<file path="config.mk">
export PLATFORM = sky130hd
export DESIGN_NAME = cau_output
export DESIGN_NICKNAME = d
export VERILOG_FILES = /design/src/rtl/cau_pkg.sv /design/src/rtl/cau_output.sv
export SDC_FILE = /design/constraint.sdc
export NUM_CORES = 1
export LEC_CHECK = 0
export BUFFER_PORTS_ARGS = -buffer_cell sky130_fd_sc_hd__buf_2
export CORE_UTILIZATION = 47
export CTS_CLUSTER_DIAMETER = 80
export DETAILED_ROUTE_END_ITERATION = 16
export PLACE_DENSITY = 0.78
export REMOVE_ABC_BUFFERS = 1
export SKIP_LAST_GASP = 1
export SLEW_MARGIN = 20
export SYNTH_ARGS = -nofsm -noshare
export SYNTH_HDL_FRONTEND = slang
export SYNTH_SLANG_ARGS = --single-unit
export TNS_END_PERCENT = 5
</file>
<file path="constraint.sdc">
create_clock -name aclk -period 4.9 [get_ports aclk]
set_input_delay 0.245 -clock aclk [delete_from_list [all_inputs] [get_ports aclk]]
set_output_delay 0.245 -clock aclk [all_outputs]
set_load 0.02 [all_outputs]
</file>
<file path="src/rtl/cau_pkg.sv">
`timescale 1ns / 1ps

package cau_pkg;

    // Default word format: signed Q16.16.
    localparam int WORD_BITS_DEF     = 32;
    localparam int FRACTION_BITS_DEF = 16;

    // Command codes carried on the input tuser.
    typedef enum logic [2:0] {
        CMD_ADD   = 3'd0,
        CMD_SUB   = 3'd1,
        CMD_MUL   = 3'd2,
        CMD_DIV   = 3'd3,
        CMD_CONJ  = 3'd4,
        CMD_NEG   = 3'd5,
        CMD_SQMAG = 3'd6,
        CMD_MAG   = 3'd7
    } cmd_t;

    // Control word that travels beside the data of each pipeline stage.
    typedef struct packed {
        logic valid;
        cmd_t cmd;
        logic dz;
        logic re_neg;
        logic im_neg;
        logic re_ovf;
        logic im_ovf;
    } ctl_t;

endpackage

</file>
<file path="src/rtl/cau_output.sv">
`timescale 1ns / 1ps

module cau_output
    import cau_pkg::*;
#(
    parameter int WORD_BITS = WORD_BITS_DEF
) (
    input  logic                   aclk,
    input  logic                   aresetn,
    input  logic                   en,
    input  ctl_t                   in_ctl,
    input  logic [2*WORD_BITS-1:0] in_x_re,
    input  logic [2*WORD_BITS-1:0] in_x_im,
    input  logic [WORD_BITS-1:0]   in_q_re,
    input  logic [WORD_BITS-1:0]   in_q_im,
    output logic                   out_valid,
    output logic [WORD_BITS-1:0]   out_re,
    output logic [WORD_BITS-1:0]   out_im,
    output logic                   out_sat,
    output logic                   out_dz
);

    localparam int W  = WORD_BITS;
    localparam int PW = 2 * W;

    localparam logic [PW-1:0] LIM_NEG = PW'(1) << (W - 1);
    localparam logic [PW-1:0] LIM_POS = LIM_NEG - PW'(1);
    localparam logic [W-1:0]  WORD_MIN = LIM_NEG[W-1:0];
    localparam logic [W-1:0]  WORD_MAX = LIM_POS[W-1:0];

    logic          valid_reg, sat_reg, dz_reg, sat_next;
    logic [W-1:0]  re_reg, im_reg, re_next, im_next;
    logic [PW-1:0] mag_re, mag_im;
    logic          neg_re, neg_im, ovf_re, ovf_im, clip_re, clip_im;

    // Final magnitude per command, then clip to the word range.
    always_comb begin
        mag_re = in_x_re;
        mag_im = in_x_im;
        neg_re = in_ctl.re_neg;
        neg_im = in_ctl.im_neg;
        ovf_re = 1'b0;
        ovf_im = 1'b0;
        case (in_ctl.cmd)
            CMD_DIV: begin
                if (!in_ctl.dz) begin
                    mag_re = PW'(in_q_re);
                    mag_im = PW'(in_q_im);
                end
                ovf_re = in_ctl.re_ovf;
                ovf_im = in_ctl.im_ovf;
            end
            CMD_MAG: begin
                mag_re = PW'(in_q_re);
                mag_im = '0;
            end
            default: begin
            end
        endcase

        clip_re = ovf_re || (mag_re > (neg_re ? LIM_NEG : LIM_POS));
        clip_im = ovf_im || (mag_im > (neg_im ? LIM_NEG : LIM_POS));

        if (clip_re) begin
            re_next = neg_re ? WORD_MIN : WORD_MAX;
        end else begin
            re_next = neg_re ? -mag_re[W-1:0] : mag_re[W-1:0];
        end
        if (clip_im) begin
            im_next = neg_im ? WORD_MIN : WORD_MAX;
        end else begin
            im_next = neg_im ? -mag_im[W-1:0] : mag_im[W-1:0];
        end
        sat_next = clip_re || clip_im;
    end

    always_ff @(posedge aclk) begin
        if (!aresetn) begin
            valid_reg <= 1'b0;
        end else if (en) begin
            valid_reg <= in_ctl.valid;
        end
    end

    always_ff @(posedge aclk) begin
        if (en) begin
            re_reg  <= re_next;
            im_reg  <= im_next;
            sat_reg <= sat_next;
            dz_reg  <= in_ctl.dz;
        end
    end

    assign out_valid = valid_reg;
    assign out_re    = re_reg;
    assign out_im    = im_reg;
    assign out_sat   = sat_reg;
    assign out_dz    = dz_reg;

endmodule

</file>
Word-level counts from Yosys, hierarchy flattened
Cells that the tools add are included.
{"block": "totals", "elab_cells": 28, "reg_bits": 67}
{"block": "op_classes", "reduce_logical": 3, "mux": 14, "order_cmp": 2, "add_sub_neg": 2, "eq_ne": 2}
{"cell": "two-way mux 32 bit", "n": 8}
{"cell": "one-hot mux 64 bit (2 select lines)", "n": 2}
{"cell": "> comparator 64 x 32 -> 1 bit", "n": 2}
{"cell": "two-way mux 64 bit", "n": 2}
{"cell": "negator 32 bit", "n": 2}
{"cell": "equality test 3 x 2 -> 1 bit (second input constant)", "n": 1}
{"cell": "equality test 3 bit (second input constant)", "n": 1}
{"cell": "logical OR 1 bit", "n": 3}
{"cell": "two-way mux 1 bit", "n": 2}

Longest topological paths before layout
{"block": "logic_depth", "word_depth": 5, "depth_mapped": 17, "mapped_depth_nobuf": 12}

Least setup slack after synthesis
Ideal clock, no wire load.
{"block": "synth_path", "path_kind": "in2reg", "startpoint": "input in_ctl[4] in the netlist's numbering", "endpoint": "register re_reg[21] (netlist: out_re[21]), data pin", "slack_ns": 0.314, "arrival_ns": 4.332, "stages": 17, "required_time_ns": 4.646, "path_cell_list": "nor2b_1 buf_6 buf_2 nor2_1 buf_2 buf_2 mux2i_1 inv_1 ha_1 nand4_1 or4_1 o21ai_0 o22ai_1 nor3_1 clkbuf_1 a21oi_1 a21o_1"}
{"block": "synth_between", "elab_chain_len": 5, "elab_cells_between_ends": 7, "cone_classes": "add/sub: 1; order compare: 1; mux: 4; reduce/logical: 1"}
{"item": "start, declared", "line_no": "cau_output.sv:11", "text": "input ctl_t in_ctl,"}
{"item": "two-way mux 64 bit *", "line_no": "cau_output.sv:46", "text": "if (!in_ctl.dz) begin"}
{"item": "one-hot mux 64 bit (2 select lines) *", "line_no": "cau_output.sv:44", "text": "case (in_ctl.cmd)"}
{"item": "> comparator 64 x 32 -> 1 bit or negator 32 bit (tied branches)", "line_no": "cau_output.sv:61, cau_output.sv:67"}
{"item": "logical OR 1 bit or two-way mux 32 bit (tied branches)", "line_no": "cau_output.sv:61, cau_output.sv:67"}
{"item": "two-way mux 32 bit *", "line_no": "cau_output.sv:64", "text": "if (clip_re) begin"}
{"item": "named net re_next[21]", "line_no": "cau_output.sv:32", "text": "logic [W-1:0] re_reg, im_reg, re_next, im_next;"}
{"item": "end signal, assigned", "line_no": "cau_output.sv:87", "text": "re_reg <= re_next;"}
{"item": "end, declared", "line_no": "cau_output.sv:32"}
The timed path passes the listed nets; every way through them passes the cells marked *.
A chain may end at the register's enable or synchronous reset.

Worst setup path after layout
{"block": "layout_path", "startpoint": "input in_ctl[4] in the netlist's numbering", "endpoint": "register re_reg[10] (netlist: out_re[10]), data pin"}
Same word-level chain as after synthesis.

==> flow_metrics.env <==
export IMPL_synth_edff_count=66
export IMPL_drive_above_1_share_pct=28.88
export IMPL_grt_max_degree=68
export IMPL_max_freq_ghz=0.2512
export IMPL_drc=0
export IMPL_syn_inst=956
export IMPL_root_buffer="clkbuf_16"
export IMPL_path_clk_slew_ps=60
export IMPL_critPathTopFamily="simple AND/OR/NAND/NOR gates"
export IMPL_p_int_mw=1.357
export IMPL_rsz0062_at_grt="no"
export IMPL_criticalPathCategory="input pin to flip-flop"
export IMPL_routabilityCongestion=0.9542
export IMPL_drtIter0Drc=705
export IMPL_cts_made_buffers=9
export IMPL_switchingPower_mw=0.7803
export IMPL_hold_viol_final=0
export IMPL_crit_fanout=39
export IMPL_syn_mean_instance_area_sq_um=8.308
export IMPL_num_fill_cells=1477
export IMPL_initial_utilization_pct=48.07
export IMPL_async_flop_share_pct=0
export IMPL_worst_path_buf_inv=4
export IMPL_fin_crit_sh_pct=81.23
export IMPL_worst_ir_drop_vdd_mv=0.1858
export IMPL_netlist_area_leader_share_pct=24.95
export IMPL_crit_slowest_cell="or4_1"
export IMPL_status="completed"
export IMPL_grt_pass1_wl_um=42130
export IMPL_cts_tree="yes"
export IMPL_startpoint_type="input pin"
export IMPL_hold_slack_ps=115.1
export IMPL_synthTopCellsByArea="edfxtp_1 25%, ha_1 10%, mux2i_1 6.6%"
export IMPL_p_leak_nw=4.304
export IMPL_tightest_slew_ps=1006
export IMPL_slew_viol_final=0
export IMPL_seq_area_frac_synth_pct=25.20
export IMPL_clkLatencyLatePin_ps=340
export IMPL_setup_viol=0
export IMPL_cts_hold_buf=0
export IMPL_critPathMaxStageDelay_ps=590
export IMPL_required_ps=4960
export IMPL_wl_um=26490
export IMPL_pre_cts_ws_ps=569.7
export IMPL_p_sw_share_pct=36.51
export IMPL_cp_end_kind="flip-flop"
export IMPL_cts_htree_levels=3
export IMPL_finalCoreUtilization_pct=59.42
export IMPL_antenna_found_initial=1
export IMPL_p_comb_share_pct=37.0
export IMPL_ys_flop_type="edfxtp_1"
export IMPL_dr_pass1_iters=5
export IMPL_postCtsSetupRepairBufs=0
export IMPL_numClockSinks=67
export IMPL_slew_headroom_pct=31.18
export IMPL_place_hpwl_um=19490
export IMPL_dieArea_sq_mm=0.01742
export IMPL_ant_nets=0
export IMPL_grt_overflow=0
export IMPL_die_y_um=132.0
export IMPL_grt_pass1_vias=8398
export IMPL_io_pins=271
export IMPL_area_growth_pct=23.63
export IMPL_ys_types=70
export IMPL_pwr_share_clk_pct=29.7
export IMPL_cts_resized=0
export IMPL_skew_ps=0
export IMPL_fp_dieW_um=132.0
export IMPL_io_buffers=270
export IMPL_yosysWarnings=0
export IMPL_min_period_ps=3980
export IMPL_cts_buffer_depth=2
export IMPL_yosysTopAreaCell="edfxtp_1"
export IMPL_fin_ws_ps=919.7
export IMPL_p_per_area_mw_per_mm2=217.6
export IMPL_placeableCoreArea_sq_mm=0.01652
export IMPL_wl_per_cell_um=18.57
export IMPL_syn_area_sq_mm=0.007943
export IMPL_via_count=8781
export IMPL_drv_cap=0
export IMPL_final_cell_mix="270 x buf_2, 89 x nand2_1, 88 x a21oi_1, 66 x ha_1, 66 x edfxtp_1"
export IMPL_yosys_register_bits=67
export IMPL_fp_row_count=47
export IMPL_fin_nets=1470
export IMPL_p_seq_share_pct=33.3
export IMPL_cp_cell_sequence="buf_2 -> nor2b_4 -> nor2_4 -> buf_16 -> mux2i_1 -> inv_1 -> ha_1 -> nand4_1 -> or4_1 -> o21ai_0 -> o22ai_1 -> nor3_2 -> buf_4 -> a31oi_1 -> a21boi_0"
export IMPL_cp_arrival_ps=4040
export IMPL_hp_class="input pin to flip-flop"
export IMPL_layout_commonest_cell="buf_2"
export IMPL_vias_per_cell=6.158
export IMPL_track_usage_pct=30.32
-- path summary, 6_finish.rpt --
check,start,to,slack (ps),cells after the start
worst min-delay path,aresetn,out_valid,120,2
worst max-delay path,in_ctl[4],out_re[10],920,15
worst min register to register,out_valid,out_valid,530,2
worst max register to register,out_valid,out_valid,4290,2
-- layout make-up --
cell class | instances | area (sq um) | area share, %
clock inverters | 2 | 12.51 | 0.1274
well taps | 220 | 275.3 | 2.803
clock buffers | 14 | 264.0 | 2.689
repair buffers | 295 | 1559 | 15.88
multi-input cells | 767 | 5479 | 55.80
flip-flops and latches | 67 | 2002 | 20.39
inverters | 60 | 225.2 | 2.294
diodes | 1 | 2.502 | 0.02548
-- kinds of logic after synthesis --
group / after synthesis / share of synthesized area, %
AO/OA/AOI/OAI: 309 / 26.53
AND/OR/NAND/NOR: 337 / 24.57
buffers and inverters: 122 / 6.317
multiplexers: 55 / 6.979
adder cells (fa/ha/maj): 66 / 10.40
flip-flops: 67 / 25.20
-- routing by layer --
metal	wire (um)	vias up	GRT usage (%)
met5	0	-	0
met4	653	0	10.72
met3	2158	57	5.613
met2	12630	443	51.41
met1	11040	4052	38.48
li1	-	4229	-
-- metrics by stage --
step | TNS, ps | instance area (sq um) | std cells | power [mW]
detailed placement | 0 | 9540 | 1409 | 1.501
CTS | 0 | 9817 | 1425 | 2.138
global placement | 0 | 9513 | 1408 | 1.485
floorplan | -127810 | 7666 | 894 | 1.175
global route | 0 | 9817 | 1425 | 2.248
finish | 0 | 9819 | 1426 | 2.137
-- cell usage after synthesis (7+ instances only) --
library cell and count:
inv_1 57, nand4b_1 15, nand2_1 89, or4_1 10, edfxtp_1 66, nor3_1 22, nand3_1 26, a21boi_0 18
o211ai_1 9, mux2i_1 52, a221oi_1 12, nor4_1 42, a21oi_1 88, a21o_1 34, a311oi_1 9, buf_2 14
and2_1 10, clkbuf_1 43, o21ai_0 44, a211oi_1 12, a2111oi_0 7, nand4_1 24, nor2_1 50, a31oi_1 20
ha_1 66, o31ai_1 7
-- registers in the layout (all words and copies together) (netlist names) --
| name | count |
|---|---|
| out_dz | 1 |
| out_im | 32 |
| out_re | 32 |
| out_sat | 1 |
| out_valid | 1 |
-- power groups by stage --
stage | Sequential, mW | Clock (mW) | Combinational (mW)
final | 0.711 | 0.635 | 0.791
after global routing | 0.716 | 0.663 | 0.869
after CTS | 0.712 | 0.643 | 0.783
after detailed placement | 0.723 | 0 | 0.779
after global placement | 0.724 | 0 | 0.761
after floorplan | 0.793 | 0 | 0.383
No activity file was read; power rests on OpenSTA's default activity.
