File: config.mk
export PLATFORM = sky130hd
export DESIGN_NAME = cau_iter
export DESIGN_NICKNAME = d
export VERILOG_FILES = /design/src/rtl/cau_pkg.sv /design/src/rtl/cau_iter.sv
export SDC_FILE = /design/constraint.sdc
export NUM_CORES = 1
export LEC_CHECK = 0
export BUFFER_PORTS_ARGS = -buffer_cell sky130_fd_sc_hd__buf_4
export CAP_MARGIN = 10
export CORE_MARGIN = 4
export CORE_UTILIZATION = 42
export CTS_CLUSTER_DIAMETER = 120
export DETAILED_ROUTE_END_ITERATION = 10
export PLACE_DENSITY = 0.62
export SYNTH_ARGS = -nofsm -noshare
export SYNTH_HDL_FRONTEND = slang
export SYNTH_SLANG_ARGS = --single-unit
File: constraint.sdc
create_clock -name aclk -period 9.9 [get_ports aclk]
set_input_delay 2.475 -clock aclk [delete_from_list [all_inputs] [get_ports aclk]]
set_output_delay 2.475 -clock aclk [all_outputs]
set_load 0.1 [all_outputs]
File: src/rtl/cau_pkg.sv
`timescale 1ns / 1ps

package cau_pkg;

    // Default word format: signed Q16.16.
    localparam int WORD_BITS_DEF     = 32;
    localparam int FRACTION_BITS_DEF = 16;

    // Command codes carried on the input tuser.
    typedef enum logic [2:0] {
        CMD_ADD   = 3'd0,
        CMD_SUB   = 3'd1,
        CMD_MUL   = 3'd2,
        CMD_DIV   = 3'd3,
        CMD_CONJ  = 3'd4,
        CMD_NEG   = 3'd5,
        CMD_SQMAG = 3'd6,
        CMD_MAG   = 3'd7
    } cmd_t;

    // Control word that travels beside the data of each pipeline stage.
    typedef struct packed {
        logic valid;
        cmd_t cmd;
        logic dz;
        logic re_neg;
        logic im_neg;
        logic re_ovf;
        logic im_ovf;
    } ctl_t;

endpackage

File: src/rtl/cau_iter.sv
`timescale 1ns / 1ps

module cau_iter
    import cau_pkg::*;
#(
    parameter int WORD_BITS = WORD_BITS_DEF
) (
    input  logic                   aclk,
    input  logic                   aresetn,
    input  logic                   en,
    input  ctl_t                   in_ctl,
    input  logic [2*WORD_BITS-1:0] in_x_re,
    input  logic [2*WORD_BITS-1:0] in_x_im,
    input  logic [WORD_BITS-1:0]   in_q_re,
    input  logic [WORD_BITS-1:0]   in_q_im,
    input  logic [2*WORD_BITS-1:0] in_d,
    output ctl_t                   out_ctl,
    output logic [2*WORD_BITS-1:0] out_x_re,
    output logic [2*WORD_BITS-1:0] out_x_im,
    output logic [WORD_BITS-1:0]   out_q_re,
    output logic [WORD_BITS-1:0]   out_q_im,
    output logic [2*WORD_BITS-1:0] out_d
);

    localparam int W  = WORD_BITS;
    localparam int PW = 2 * W;
    localparam int RW = W + 4;

    ctl_t          ctl_reg;
    logic [PW-1:0] x_re_reg, x_im_reg, x_re_next, x_im_next, d_reg;
    logic [W-1:0]  q_re_reg, q_im_reg, q_re_next, q_im_next;

    // Divider bit: shift the next numerator bit into the remainder.
    logic [PW:0]   div_r_re, div_r_im, div_diff_re, div_diff_im;
    logic          div_ge_re, div_ge_im;

    // Square root bit: bring down two radicand bits and try root*4+1.
    logic [RW-1:0] sq_rem, sq_trial, sq_diff, sq_sel;
    logic          sq_ge;

    always_comb begin
        div_r_re    = {in_x_re, in_q_re[W-1]};
        div_r_im    = {in_x_im, in_q_im[W-1]};
        div_ge_re   = (div_r_re >= {1'b0, in_d});
        div_ge_im   = (div_r_im >= {1'b0, in_d});
        div_diff_re = div_r_re - {1'b0, in_d};
        div_diff_im = div_r_im - {1'b0, in_d};

        sq_rem      = {in_x_re[W+1:0], in_x_im[PW-1:PW-2]};
        sq_trial    = {2'b00, in_q_re, 2'b01};
        sq_ge       = (sq_rem >= sq_trial);
        sq_diff     = sq_rem - sq_trial;
        sq_sel      = sq_ge ? sq_diff : sq_rem;

        x_re_next   = in_x_re;
        x_im_next   = in_x_im;
        q_re_next   = in_q_re;
        q_im_next   = in_q_im;
        case (in_ctl.cmd)
            CMD_DIV: begin
                x_re_next = div_ge_re ? div_diff_re[PW-1:0] : div_r_re[PW-1:0];
                x_im_next = div_ge_im ? div_diff_im[PW-1:0] : div_r_im[PW-1:0];
                q_re_next = {in_q_re[W-2:0], div_ge_re};
                q_im_next = {in_q_im[W-2:0], div_ge_im};
            end
            CMD_MAG: begin
                x_re_next = PW'(sq_sel[W+1:0]);
                x_im_next = in_x_im << 2;
                q_re_next = {in_q_re[W-2:0], sq_ge};
            end
            default: begin
            end
        endcase
    end

    always_ff @(posedge aclk) begin
        if (!aresetn) begin
            ctl_reg <= '0;
        end else if (en) begin
            ctl_reg <= in_ctl;
        end
    end

    always_ff @(posedge aclk) begin
        if (en) begin
            x_re_reg <= x_re_next;
            x_im_reg <= x_im_next;
            q_re_reg <= q_re_next;
            q_im_reg <= q_im_next;
            d_reg    <= in_d;
        end
    end

    assign out_ctl  = ctl_reg;
    assign out_x_re = x_re_reg;
    assign out_x_im = x_im_reg;
    assign out_q_re = q_re_reg;
    assign out_q_im = q_im_reg;
    assign out_d    = d_reg;

endmodule

Word-level counts from Yosys, hierarchy flattened:

Cells that the tools add are included.

* input port bits: 268
* word-level logic and storage cells: 27
* register bits after elaboration: 265

* add/sub/neg operators: 3
* order comparisons: 3
* equality and inequality tests: 2
* muxes and demuxes: 7

Operators with widths (count)
* $pmux W64 S2: 2
* $ge A65 B64 Y1: 2
* $mux W64: 2
* $sub A64 B64 Y64: 2
* $pmux W32 S2: 1
* $ge A36 B34 Y1: 1
* $mux W34: 1
* $sub A34 B34 Y34: 1
* $mux W32: 1
* $eq A3 B2 Y1 const B: 1
* $eq A3 B3 Y1 const B: 1

Depth between registers and ports, before layout:

Gate-level depths: netlist (run 1).

* word-level depth: 3
* gate-level depth with buffers: 16

Least setup slack after synthesis (run 1):

OpenSTA, ideal clock, no wires.

* path type: input to register
* start point: in in_q_re[31]
* end point: reg x_re_reg[58] (netlist: out_x_re[58]) (data pin)
* data required time: 9.632 ns
* setup time: 0.268 ns
* slack: 4.406 ns
* stages: 15
* arrival time: 5.227 ns
* cells stage by stage: inv_1 -> ha_1 -> inv_1 -> fa_1 -> a21o_1 -> a221o_1 -> a21oi_1 -> o21ai_0 -> a211oi_1 -> o21ai_0 -> a31oi_1 -> a31oi_1 -> xor2_1 -> mux2i_1 -> o21ai_0

* cells in the longest elaborated chain, start to end: 3
* elaborated cells between the ends (all ways): 4
* classes of those cells: add/sub (1); order compare (1); mux (2)

Ends and longest elaborated chain
* start: declaration: RTL line cau_iter.sv:14 `input logic [WORD_BITS-1:0] in_q_re,`
* $sub A64 B64 Y64 / $ge A65 B64 Y1 (equally long branches): RTL line cau_iter.sv:46, cau_iter.sv:44
* $mux W64 (*): RTL line cau_iter.sv:61 `x_re_next = div_ge_re ? div_diff_re[PW-1:0] : div_r_re[PW-1:0];`
* $pmux W64 S2 (*): RTL line cau_iter.sv:59 `case (in_ctl.cmd)`
* via x_re_next[58]: RTL line cau_iter.sv:30 `logic [PW-1:0] x_re_reg, x_im_reg, x_re_next, x_im_next, d_reg;`
* end signal: assignment: RTL line cau_iter.sv:86 `x_re_reg <= x_re_next;`
* end: declaration: RTL line cau_iter.sv:30

Mark *: on every way through the listed nets, which the timed path passes. The rest lies on a longest branch.
A chain may end at the register's enable or synchronous reset.

Worst setup path after layout (run 1):

* start point: in in_d[40]
* end point: reg x_im_reg[54] (netlist: out_x_im[54]) (data pin)

* cells in the longest elaborated chain, start to end: 3
* elaborated cells between the ends (all ways): 4
* classes of those cells: add/sub (1); order compare (1); mux (2)

Ends and longest elaborated chain
* start: declaration: RTL line cau_iter.sv:16 `input logic [2*WORD_BITS-1:0] in_d,`
* $sub A64 B64 Y64 / $ge A65 B64 Y1 (equally long branches): RTL line cau_iter.sv:47, cau_iter.sv:45
* $mux W64 (*): RTL line cau_iter.sv:62 `x_im_next = div_ge_im ? div_diff_im[PW-1:0] : div_r_im[PW-1:0];`
* $pmux W64 S2 (*): RTL line cau_iter.sv:59
* via x_im_next[54]: RTL line cau_iter.sv:30
* end signal: assignment: RTL line cau_iter.sv:87 `x_im_reg <= x_im_next;`
* end: declaration: RTL line cau_iter.sv:30

Marks and branches as above.

==> results of run 1 <==
## worst reg2reg max path, delay by kind of cell (launching register included)
family,cells,cell delay (ps)
multiplexers,1,120
AND/OR/NAND/NOR,1,60
flip-flops,1,310
## cell usage in the layout (no fill, tap or decap), drive strengths merged, types with 52 or more instances in the layout
master,count
edfxtp,256
buf,544
nor2,175
ha,162
a21o,65
and3,53
xnor2,87
nand2,321
inv,147
xor2,66
o21ai,214
nand4,52
a21oi,316
## metrics by stage
step | utilization [%] | worst slack (ps)
2_1_floorplan | - | 4406
3_3_place_gp | 51.02 | 2499
6_report | 52.81 | 3092
3_5_place_dp | 51.02 | 2456
5_1_grt | 52.81 | 2788
4_1_cts | 52.79 | 3053
## cell type report
class	instances	area [um2]
Fill cell	4920	24210
Inverter	147	551.8
Sequential cell	265	7868
Clock buffer	36	794.5
Multi-Input combinational cell	2006	12800
Antenna cell	4	10.01
Clock inverter	15	113.9
Timing Repair Buffer	544	4104
Tap cell	680	850.8
## state kept, by name, summed over array words and instances, names as in the netlist
| register | cells |
|---|---|
| out_q_re | 32 |
| out_d | 64 |
| out_x_im | 64 |
| out_ctl | 9 |
| out_q_im | 32 |
| out_x_re | 64 |
## power groups by stage
| stage | Combinational [W] | Sequential (W) | Clock, W |
|---|---|---|---|
| finish | 0.00209 | 0.00140 | 0.00108 |
| global route | 0.00220 | 0.00141 | 0.00115 |
| CTS | 0.00207 | 0.00140 | 0.00110 |
| detailed placement | 0.00206 | 0.00142 | 0 |
| global placement | 0.00206 | 0.00142 | 0 |
| floorplan | 0.000735 | 0.00216 | 0 |
## logic make-up (layout without fill, tap and decap cells)
kind of cell	count (synthesis)	in the layout	share of synthesized area, %
compound gates	865	865	24.69
xor+xnor	153	153	6.154
fa+ha+maj	164	164	9.493
buf+inv	289	742	5.212
flops	265	265	36.13
mux	37	37	1.701
other cells	0	4	0
simple gates	787	787	16.61
## final timing paths
kind / cells after the start / end / slack (ps) / startpoint
hold reg to reg: 2 / out_ctl[6] / 520 / out_ctl[6]
hold / removal: 2 / out_ctl[6] / 520 / out_ctl[6]
setup reg to reg: 2 / out_ctl[3] / 9290 / out_ctl[3]
setup / recovery: 14 / out_x_im[54] / 3090 / in_d[40]
## layer usage
layer  vias up  part of all wire (%)  global-route usage, %
met5         -                     0                      0
met1     10599                    44                  42.45
li1      10312                     -                      -
met3       162                   8.0                  4.709
met4         0                   3.2                  8.845
met2      1153                    45                  47.88
==> flow_summary.yaml, run 1 <==
placement:
  place_inst: 3642
  gp_congestion: 0.9736
  io_buffers: 532
  placed_cell_area_um2: 26170
  dp_hpwl_mm: 70.47
pwr:
  ir_drop_uv: 140.4
  seq_power_share_pct: 30.6
  pwr-share-comb_pct: 45.7
  p_sw_share_pct: 44.68
  p_total_w: 0.004568
  p_int_w: 0.002527
  p_per_area_nw_per_um2: 168.6
  power.leakage_nw: 11.88
  p_clk_share_pct: 23.6
  p_switching_w: 0.002041
layout:
  layout-drive-gt1-share_pct: 20.11
  design_area_um2: 27090
  instances_no_fill: 3697
  fin_nets: 3427
  syn_to_final_growth_pct: 24.43
worst_setup_path:
  cp_max_fo: 30
  worst_ep_required_time_ps: 10270
  crit_path_end_kind: "register"
  path_buf_inv: 3
  worst_ep_arrival_time_ps: 7180
  critPathLaunchType: "input port"
  slowest_delay_ps: 740
  path_cells: "buf_4 > inv_1 > ha_1 > nand2_1 > or4_1 > nor4_1 > nand4_1 > nor3_1 > nor3_1 > nand3_1 > a31oi_4 > inv_2 > nand2_1 > o22ai_1"
  crit_family: "simple AND/OR/NAND/NOR gates"
  critPathSlowestCell: "nor4_1"
  critPathKind: "in2reg"
floorplanning:
  die_w_um: 235.7
  start_util_pct: 42.44
  pin_count: 533
  die_h_um: 235.7
  core_um2: 51300
  rows: 83
  dieArea_um2: 55550
synthesis:
  synth.cells.most_frequent: "nand2_1 (321), a21oi_1 (316), edfxtp_1 (256), o21ai_0 (202), nor2_1 (175)"
  seq_area_frac_synth_pct: 36.13
  syn_avg_cell_area_um2: 8.505
  synth_edf_count: 256
  synth.distinct_cells: 79
  syn-num-nets: 2992
  yosysMostFrequentCell: "nand2_1"
  async_flop_share_pct: 0
  yosysTopAreaCell: "edfxtp_1"
  ys_warn_count: 0
  syn_area_um2: 21770
  synth_flop_cell: "edfxtp_1"
  syn_inst: 2560
  yosysTopAreaCellShare_pct: 35.31
  ys_ff_latch: 265
  synth_area_leaders: "edfxtp_1 (35%), ha_1 (9.3%), a21oi_1 (7.3%)"
clocking:
  cts-buffers-inserted: 31
  ctsResizeCount: 0
  clock_latency_ps: 570
  cts_max_level: 1
  cts_buffer_depth: 3
  cts_tree: "yes"
  cts_setup_buffers: 0
  cts_sinks: 265
  hold_buffers: 0
  root_buffer: "clkbuf_16"
  cts.clk_slew.worst_paths_ps: 60
sta:
  relSlewSlack_pct: 26.75
  setup_violations: 0
  tightestPinTransition_ps: 1071
  finalHoldViolCount: 0
  fin_worst_skew_ps: 0
  fin_tns_setup_ps: 0
  period_needed_ps: 6808
  fin_crit_sh_pct: 68.77
  holdWs_ps: 524.6
  report.final.slew_viol_count: 0
  fmax_ghz: 0.1469
  rsz0062_at_grt: "no"
run_status:
  status: "finished, final reports clean"
drt:
  drc: 0
  drt-pass1-iter-count: 5
  vias: 22226
  ant_nets: 0
  drt_iter0_markers: 2327
  wl_mm: 89.20
  routed_via_density: 6.012
  wl_per_cell_um: 24.13
grt:
  antenna_found_initial: 6
  grt_max_degree: 143
  grt_pass1_wl_mm: 131.9
  gr-total-overflow: 0
  grt_pass1_vias: 21280
  grt_util_all_layers_pct: 30.06
flow_run:
  max_cap_viol_count: 0
worst_hold_path:
  hp-class: "reg2reg"
Power figures use the tool's default switching activity.
==> inputs of run 2 (changes only) <==
--- a/config.mk
+++ b/config.mk
@@ -5,13 +5,14 @@
 export SDC_FILE = /design/constraint.sdc
 export NUM_CORES = 1
 export LEC_CHECK = 0
+export ABC_AREA = 1
 export BUFFER_PORTS_ARGS = -buffer_cell sky130_fd_sc_hd__buf_4
 export CAP_MARGIN = 10
 export CORE_MARGIN = 4
 export CORE_UTILIZATION = 42
 export CTS_CLUSTER_DIAMETER = 120
 export DETAILED_ROUTE_END_ITERATION = 10
-export PLACE_DENSITY = 0.62
+export PLACE_DENSITY = 0.63
 export SYNTH_ARGS = -nofsm -noshare
 export SYNTH_HDL_FRONTEND = slang
 export SYNTH_SLANG_ARGS = --single-unit
==> constraint.sdc (replaced) <==
create_clock -name aclk -period 6.11 [get_ports aclk]
set_input_delay 1.5275 -clock aclk [delete_from_list [all_inputs] [get_ports aclk]]
set_output_delay 1.5275 -clock aclk [all_outputs]
set_load 0.1 [all_outputs]
==> flow_summary.yaml, run 2 <==
layout:
  layout_commonest_cell: "nand2_1"
  layout-drive-gt1-share_pct: 13.72
  fin_nets: 5203
  syn_to_final_growth_pct: 22.46
  most-common-layout-cells: "nand2_1 (1,531), inv_1 (736), buf_4 (557)"
  multiInputGateArea_um2: 15540
  fill_cells: 6611
  seqCellArea_um2: 7868
  n_antenna_cell: 0
drt:
  wl_mm: 122.5
  vias: 30302
  routed_via_density: 5.371
  drt_iter0_markers: 3271
  wl_per_cell_um: 21.72
  drt-pass1-iter-count: 7
  ant_nets: 0
  drc: 0
sta:
  fmax_ghz: 0.2236
  rsz0062_at_grt: "no"
  fin_worst_skew_ps: 0
  setup_violations: 0
  relSlewSlack_pct: 33.70
  period_needed_ps: 4472
  tightestPinTransition_ps: 992.1
  report.final.slew_viol_count: 0
  finalHoldViolCount: 0
  fin_tns_setup_ps: 0
  setup_slack_ps: 1638
  fin_crit_sh_pct: 73.20
pwr:
  pwr-share-comb_pct: 45.5
  p_switching_w: 0.003728
  ir_drop_uv: 190.9
  p_clk_share_pct: 26.6
  power.leakage_nw: 17.36
  seq_power_share_pct: 27.9
  p_int_w: 0.004397
  p_sw_share_pct: 45.89
  p_per_area_nw_per_um2: 248.4
floorplanning:
  rows: 92
  die_h_um: 260.2
  core_um2: 62970
  die_w_um: 260.2
  dieArea_um2: 67680
  start_util_pct: 42.41
  pin_count: 533
synthesis:
  syn_avg_cell_area_um2: 6.256
  async_flop_share_pct: 0
  syn_inst: 4269
  seq_area_frac_synth_pct: 29.46
  synth_area_leaders: "edfxtp_1 (29%), nand2_1 (22%), inv_1 (10%)"
  yosysMostFrequentCell: "nand2_1"
  syn_area_um2: 26710
  yosysTopAreaCell: "edfxtp_1"
  synth.distinct_cells: 43
  yosysTopAreaCellShare_pct: 28.79
  synth.cells.most_frequent: "nand2_1 (1,532), inv_1 (737), nand3_1 (416), nor2_1 (340), edfxtp_1 (256)"
  synth_flop_cell: "edfxtp_1"
  ys_ff_latch: 265
  ys_warn_count: 0
  syn-num-nets: 4701
  synth_edf_count: 256
clocking:
  ctsResizeCount: 0
  cts_sinks: 265
  cts_buffer_depth: 3
  clock_latency_ps: 540
  cts_tree: "yes"
  hold_buffers: 0
  root_buffer: "clkbuf_16"
  cts_setup_buffers: 0
  cts.clk_slew.worst_paths_ps: 60
  cts-buffers-inserted: 35
  cts_max_level: 2
placement:
  io_buffers: 532
  dpl_worst_slack_ps: 1165
  gp_congestion: 1.109
  dp_hpwl_mm: 102.3
flow_run:
  max_cap_viol_count: 0
worst_hold_path:
  min-delay-start: "out_ctl[2]"
  hp-class: "reg2reg"
grt:
  antenna_found_initial: 1
  grt_pass1_wl_mm: 178.4
  gr-total-overflow: 0
  grt_max_degree: 116
  grt_util_all_layers_pct: 34.75
  grt_pass1_vias: 28739
worst_setup_path:
  crit_path_end_kind: "register"
  worst_ep_required_time_ps: 6430
  critPathLaunchType: "input port"
  crit_start: "in_d[44]"
  cp_max_fo: 64
  worstReg2RegStart: "out_ctl[0]"
  worst_ep_arrival_time_ps: 4790
  critPathKind: "in2reg"
run_status:
  status: "finished, final reports clean"
run 2: power groups by stage:
stage / combinational, W / sequential, W / clock [W]
3_5_place_dp: 0.00363 / 0.00230 / 0
2_1_floorplan: 0.00133 / 0.00351 / 0
6_report: 0.00370 / 0.00226 / 0.00216
3_3_place_gp: 0.00364 / 0.00230 / 0
5_1_grt: 0.00391 / 0.00228 / 0.00228
4_1_cts: 0.00365 / 0.00226 / 0.00220
run 2: layout make-up:
cell class,instances,share of cell area [%]
Tap cell,846,3.237
Clock buffer,41,2.778
Multi-Input combinational cell,3159,47.53
Sequential cell,265,24.06
Timing Repair Buffer,561,13.02
Clock inverter,21,0.7882
Inverter,749,8.597
run 2: cell families (layout without fill, tap and decap cells):
kind of cell / count (synthesis) / in the layout / synth area share, %
AO/OA/AOI/OAI: 474 / 474 / 9.689
adder cells (fa/ha/maj): 164 / 164 / 7.740
AND/OR/NAND/NOR: 2439 / 2439 / 38.02
XOR/XNOR: 82 / 82 / 2.689
flip-flops: 265 / 265 / 29.46
buffers and inverters: 845 / 1372 / 12.41
run 2: metal layers:
layer  vias to the layer above  routed length, um  global-route usage, %
li1                      14618                  -                      -
met1                     13970              51460                  46.96
met2                      1476              55530                  56.60
met3                       238              10510                  5.580
met4                         0               5037                  12.14
met5                         -                  0                      0
run 2: stage by stage:
stage	total power [W]	area (um2)	hold WS (ps)	std cells	util, %
2_1_floorplan	0.004831	26710	984.0	4269	-
3_5_place_dp	0.005935	31540	488.9	5580	50.09
3_3_place_gp	0.005940	31540	483.5	5580	50.09
4_1_cts	0.008108	32700	501.0	5642	51.94
6_report	0.008125	32700	498.8	5642	51.94
5_1_grt	0.008460	32700	529.0	5642	51.94
run 2: worst max-delay path: stages:
cell and delay, ps:
buf_4 120, inv_1 210, ha_1 340, nand2_1 170
inv_1 50, a21oi_1 240, nor2_1 80, nor2_1 90
nand2_1 90, nand2_1 80, nand2_1 80, nor2_4 670
nand2_8 420, nand2_4 370, nand2_1 100, nand2_1 70
nand2_1 50
run 2: path summary, 6_finish.rpt:
kind                  endpoint  slack [ps]  depth (start not counted)
setup / recovery  out_x_re[56]        1640                         17
hold reg to reg     out_ctl[2]         500                          2
hold / removal      out_ctl[2]         500                          2
setup reg to reg    out_ctl[0]        5480                          2
==> inputs of run 3 (changes only) <==
==> constraint.sdc (replaced) <==
create_clock -name aclk -period 3.9 [get_ports aclk]
set_input_delay 0.975 -clock aclk [delete_from_list [all_inputs] [get_ports aclk]]
set_output_delay 0.975 -clock aclk [all_outputs]
set_load 0.1 [all_outputs]
==> flow_summary.yaml, run 3 (synthesis gave the netlist of run 2 again) <==
run_status:
  status: "finished, final reports clean"
sta:
  fin_worst_skew_ps: 0
  setup_violations: 0
  period_needed_ps: 3296
  fmax_ghz: 0.3034
  fin_crit_sh_pct: 84.51
  report.final.slew_viol_count: 0
  rsz0062_at_grt: "no"
  tightestPinTransition_ps: 972.3
  finalHoldViolCount: 0
  fin_tns_setup_ps: 0
  setup_slack_ps: 604.1
  relSlewSlack_pct: 35.18
floorplanning:
  core_um2: 62970
  start_util_pct: 42.41
  dieArea_um2: 67680
  die_h_um: 260.2
  die_w_um: 260.2
  rows: 92
  pin_count: 533
clocking:
  cts-buffers-inserted: 35
  cts_tree: "yes"
  cts_buffer_depth: 3
  cts_setup_buffers: 0
  cts.clk_slew.worst_paths_ps: 60
  hold_buffers: 0
  cts_max_level: 2
  ctsResizeCount: 0
  root_buffer: "clkbuf_16"
  cts_sinks: 265
  clock_latency_ps: 560
pwr:
  p_clk_share_pct: 25.5
  p_sw_share_pct: 46.13
  power.leakage_nw: 18.13
  p_switching_w: 0.005926
  pwr-share-comb_pct: 46.9
  p_per_area_nw_per_um2: 377.9
  p_int_w: 0.006920
  ir_drop_uv: 356.8
  p_total_w: 0.01285
  seq_power_share_pct: 27.6
worst_hold_path:
  hp-class: "reg2reg"
placement:
  dp_hpwl_mm: 105.4
  dpl_worst_slack_ps: 140.0
  place_inst: 5727
  gp_congestion: 1.041
  io_buffers: 532
layout:
  multiInputGateArea_um2: 15540
  fin_nets: 5350
  layout_commonest_cell: "nand2_1"
  seqCellArea_um2: 7868
  fill_cells: 6476
  fin_util_pct: 53.99
  syn_to_final_growth_pct: 27.29
  instances_no_fill: 5793
  layout-drive-gt1-share_pct: 16.28
  most-common-layout-cells: "nand2_1 (1,531), inv_1 (736), buf_4 (686)"
drt:
  wl_per_cell_um: 21.72
  wl_mm: 125.8
  drt-pass1-iter-count: 7
  routed_via_density: 5.311
  vias: 30766
  ant_nets: 0
  drc: 0
  drt_iter0_markers: 3296
grt:
  grt_max_degree: 76
  gr-total-overflow: 0
  grt_pass1_vias: 28958
  antenna_found_initial: 3
  grt_util_all_layers_pct: 35.54
  grt_pass1_wl_mm: 181.4
worst_setup_path:
  cp_max_fo: 18
  critPathKind: "in2reg"
  crit_path_end_kind: "register"
  worst_ep_arrival_time_ps: 3650
  worst_ep_required_time_ps: 4250
  critPathLaunchType: "input port"
flow_run:
  max_cap_viol_count: 0
run 3: changes by cell type in the layout (fill, tap and decap cells not counted), moves of 2 or more:
cell / previous run / this run
buf_4: 557 / 686
clkinv_4: 2 / 0
bufinv_16: 5 / 2
diode_2: 0 / 2
clkinv_2: 6 / 9
buf_12: 3 / 21
run 3: critical path, stage by stage:
cell and delay, ps:
buf_4 120, inv_1 320, ha_1 370, nand2_1 140
inv_1 80, nand2_1 80, nor2_1 60, nand2_1 100
nor2_1 50, buf_4 140, nand4_1 70, nand2_1 60
nor2_2 140, nand2_2 170, buf_4 210, buf_12 150
nand2_1 60, nand2_1 60, o21ai_0 290
run 3: layout make-up:
cell class | count | area share [%]
clock buffer | 44 | 2.797
inverter | 749 | 8.270
timing repair buffer | 708 | 16.43
clock inverter | 20 | 0.5079
sequential | 265 | 23.14
multi-input combinational | 3159 | 45.72
tap | 846 | 3.114
antenna | 2 | 0.01472
run 3: through the flow:
stage / instance area [um2] / hold slack [ps]
3_3_place_gp: 32870 / 481.2
5_1_grt: 33990 / 525.2
2_1_floorplan: 26710 / 984.0
3_5_place_dp: 32870 / 490.3
6_report: 33990 / 503.0
4_1_cts: 33990 / 503.7
run 3: worst paths after layout:
check / startpoint / end / slack, ps / depth (start not counted)
worst max-delay path: in_d[47] / out_x_im[23] / 600 / 19
worst min-delay path: out_ctl[6] / out_ctl[6] / 500 / 2
worst max register to register: out_ctl[0] / out_ctl[0] / 3280 / 2
worst min register to register: out_ctl[6] / out_ctl[6] / 500 / 2
run 3: routing by layer:
layer / vias up / track usage (%) / part of all wire [%]
met1: 14246 / 47.46 / 42
met5: - / 0 / 0
li1: 14947 / - / -
met2: 1390 / 59.85 / 46
met3: 183 / 5.560 / 8.4
met4: 0 / 9.915 / 3.1
run 3: power by group through the flow:
stage | Sequential, W | Clock [W] | Combinational [W]
detailed placement | 0.00360 | 0 | 0.00595
global route | 0.00356 | 0.00342 | 0.00636
global placement | 0.00359 | 0 | 0.00595
floorplan | 0.00549 | 0 | 0.00208
CTS | 0.00354 | 0.00334 | 0.00596
finish | 0.00354 | 0.00327 | 0.00603
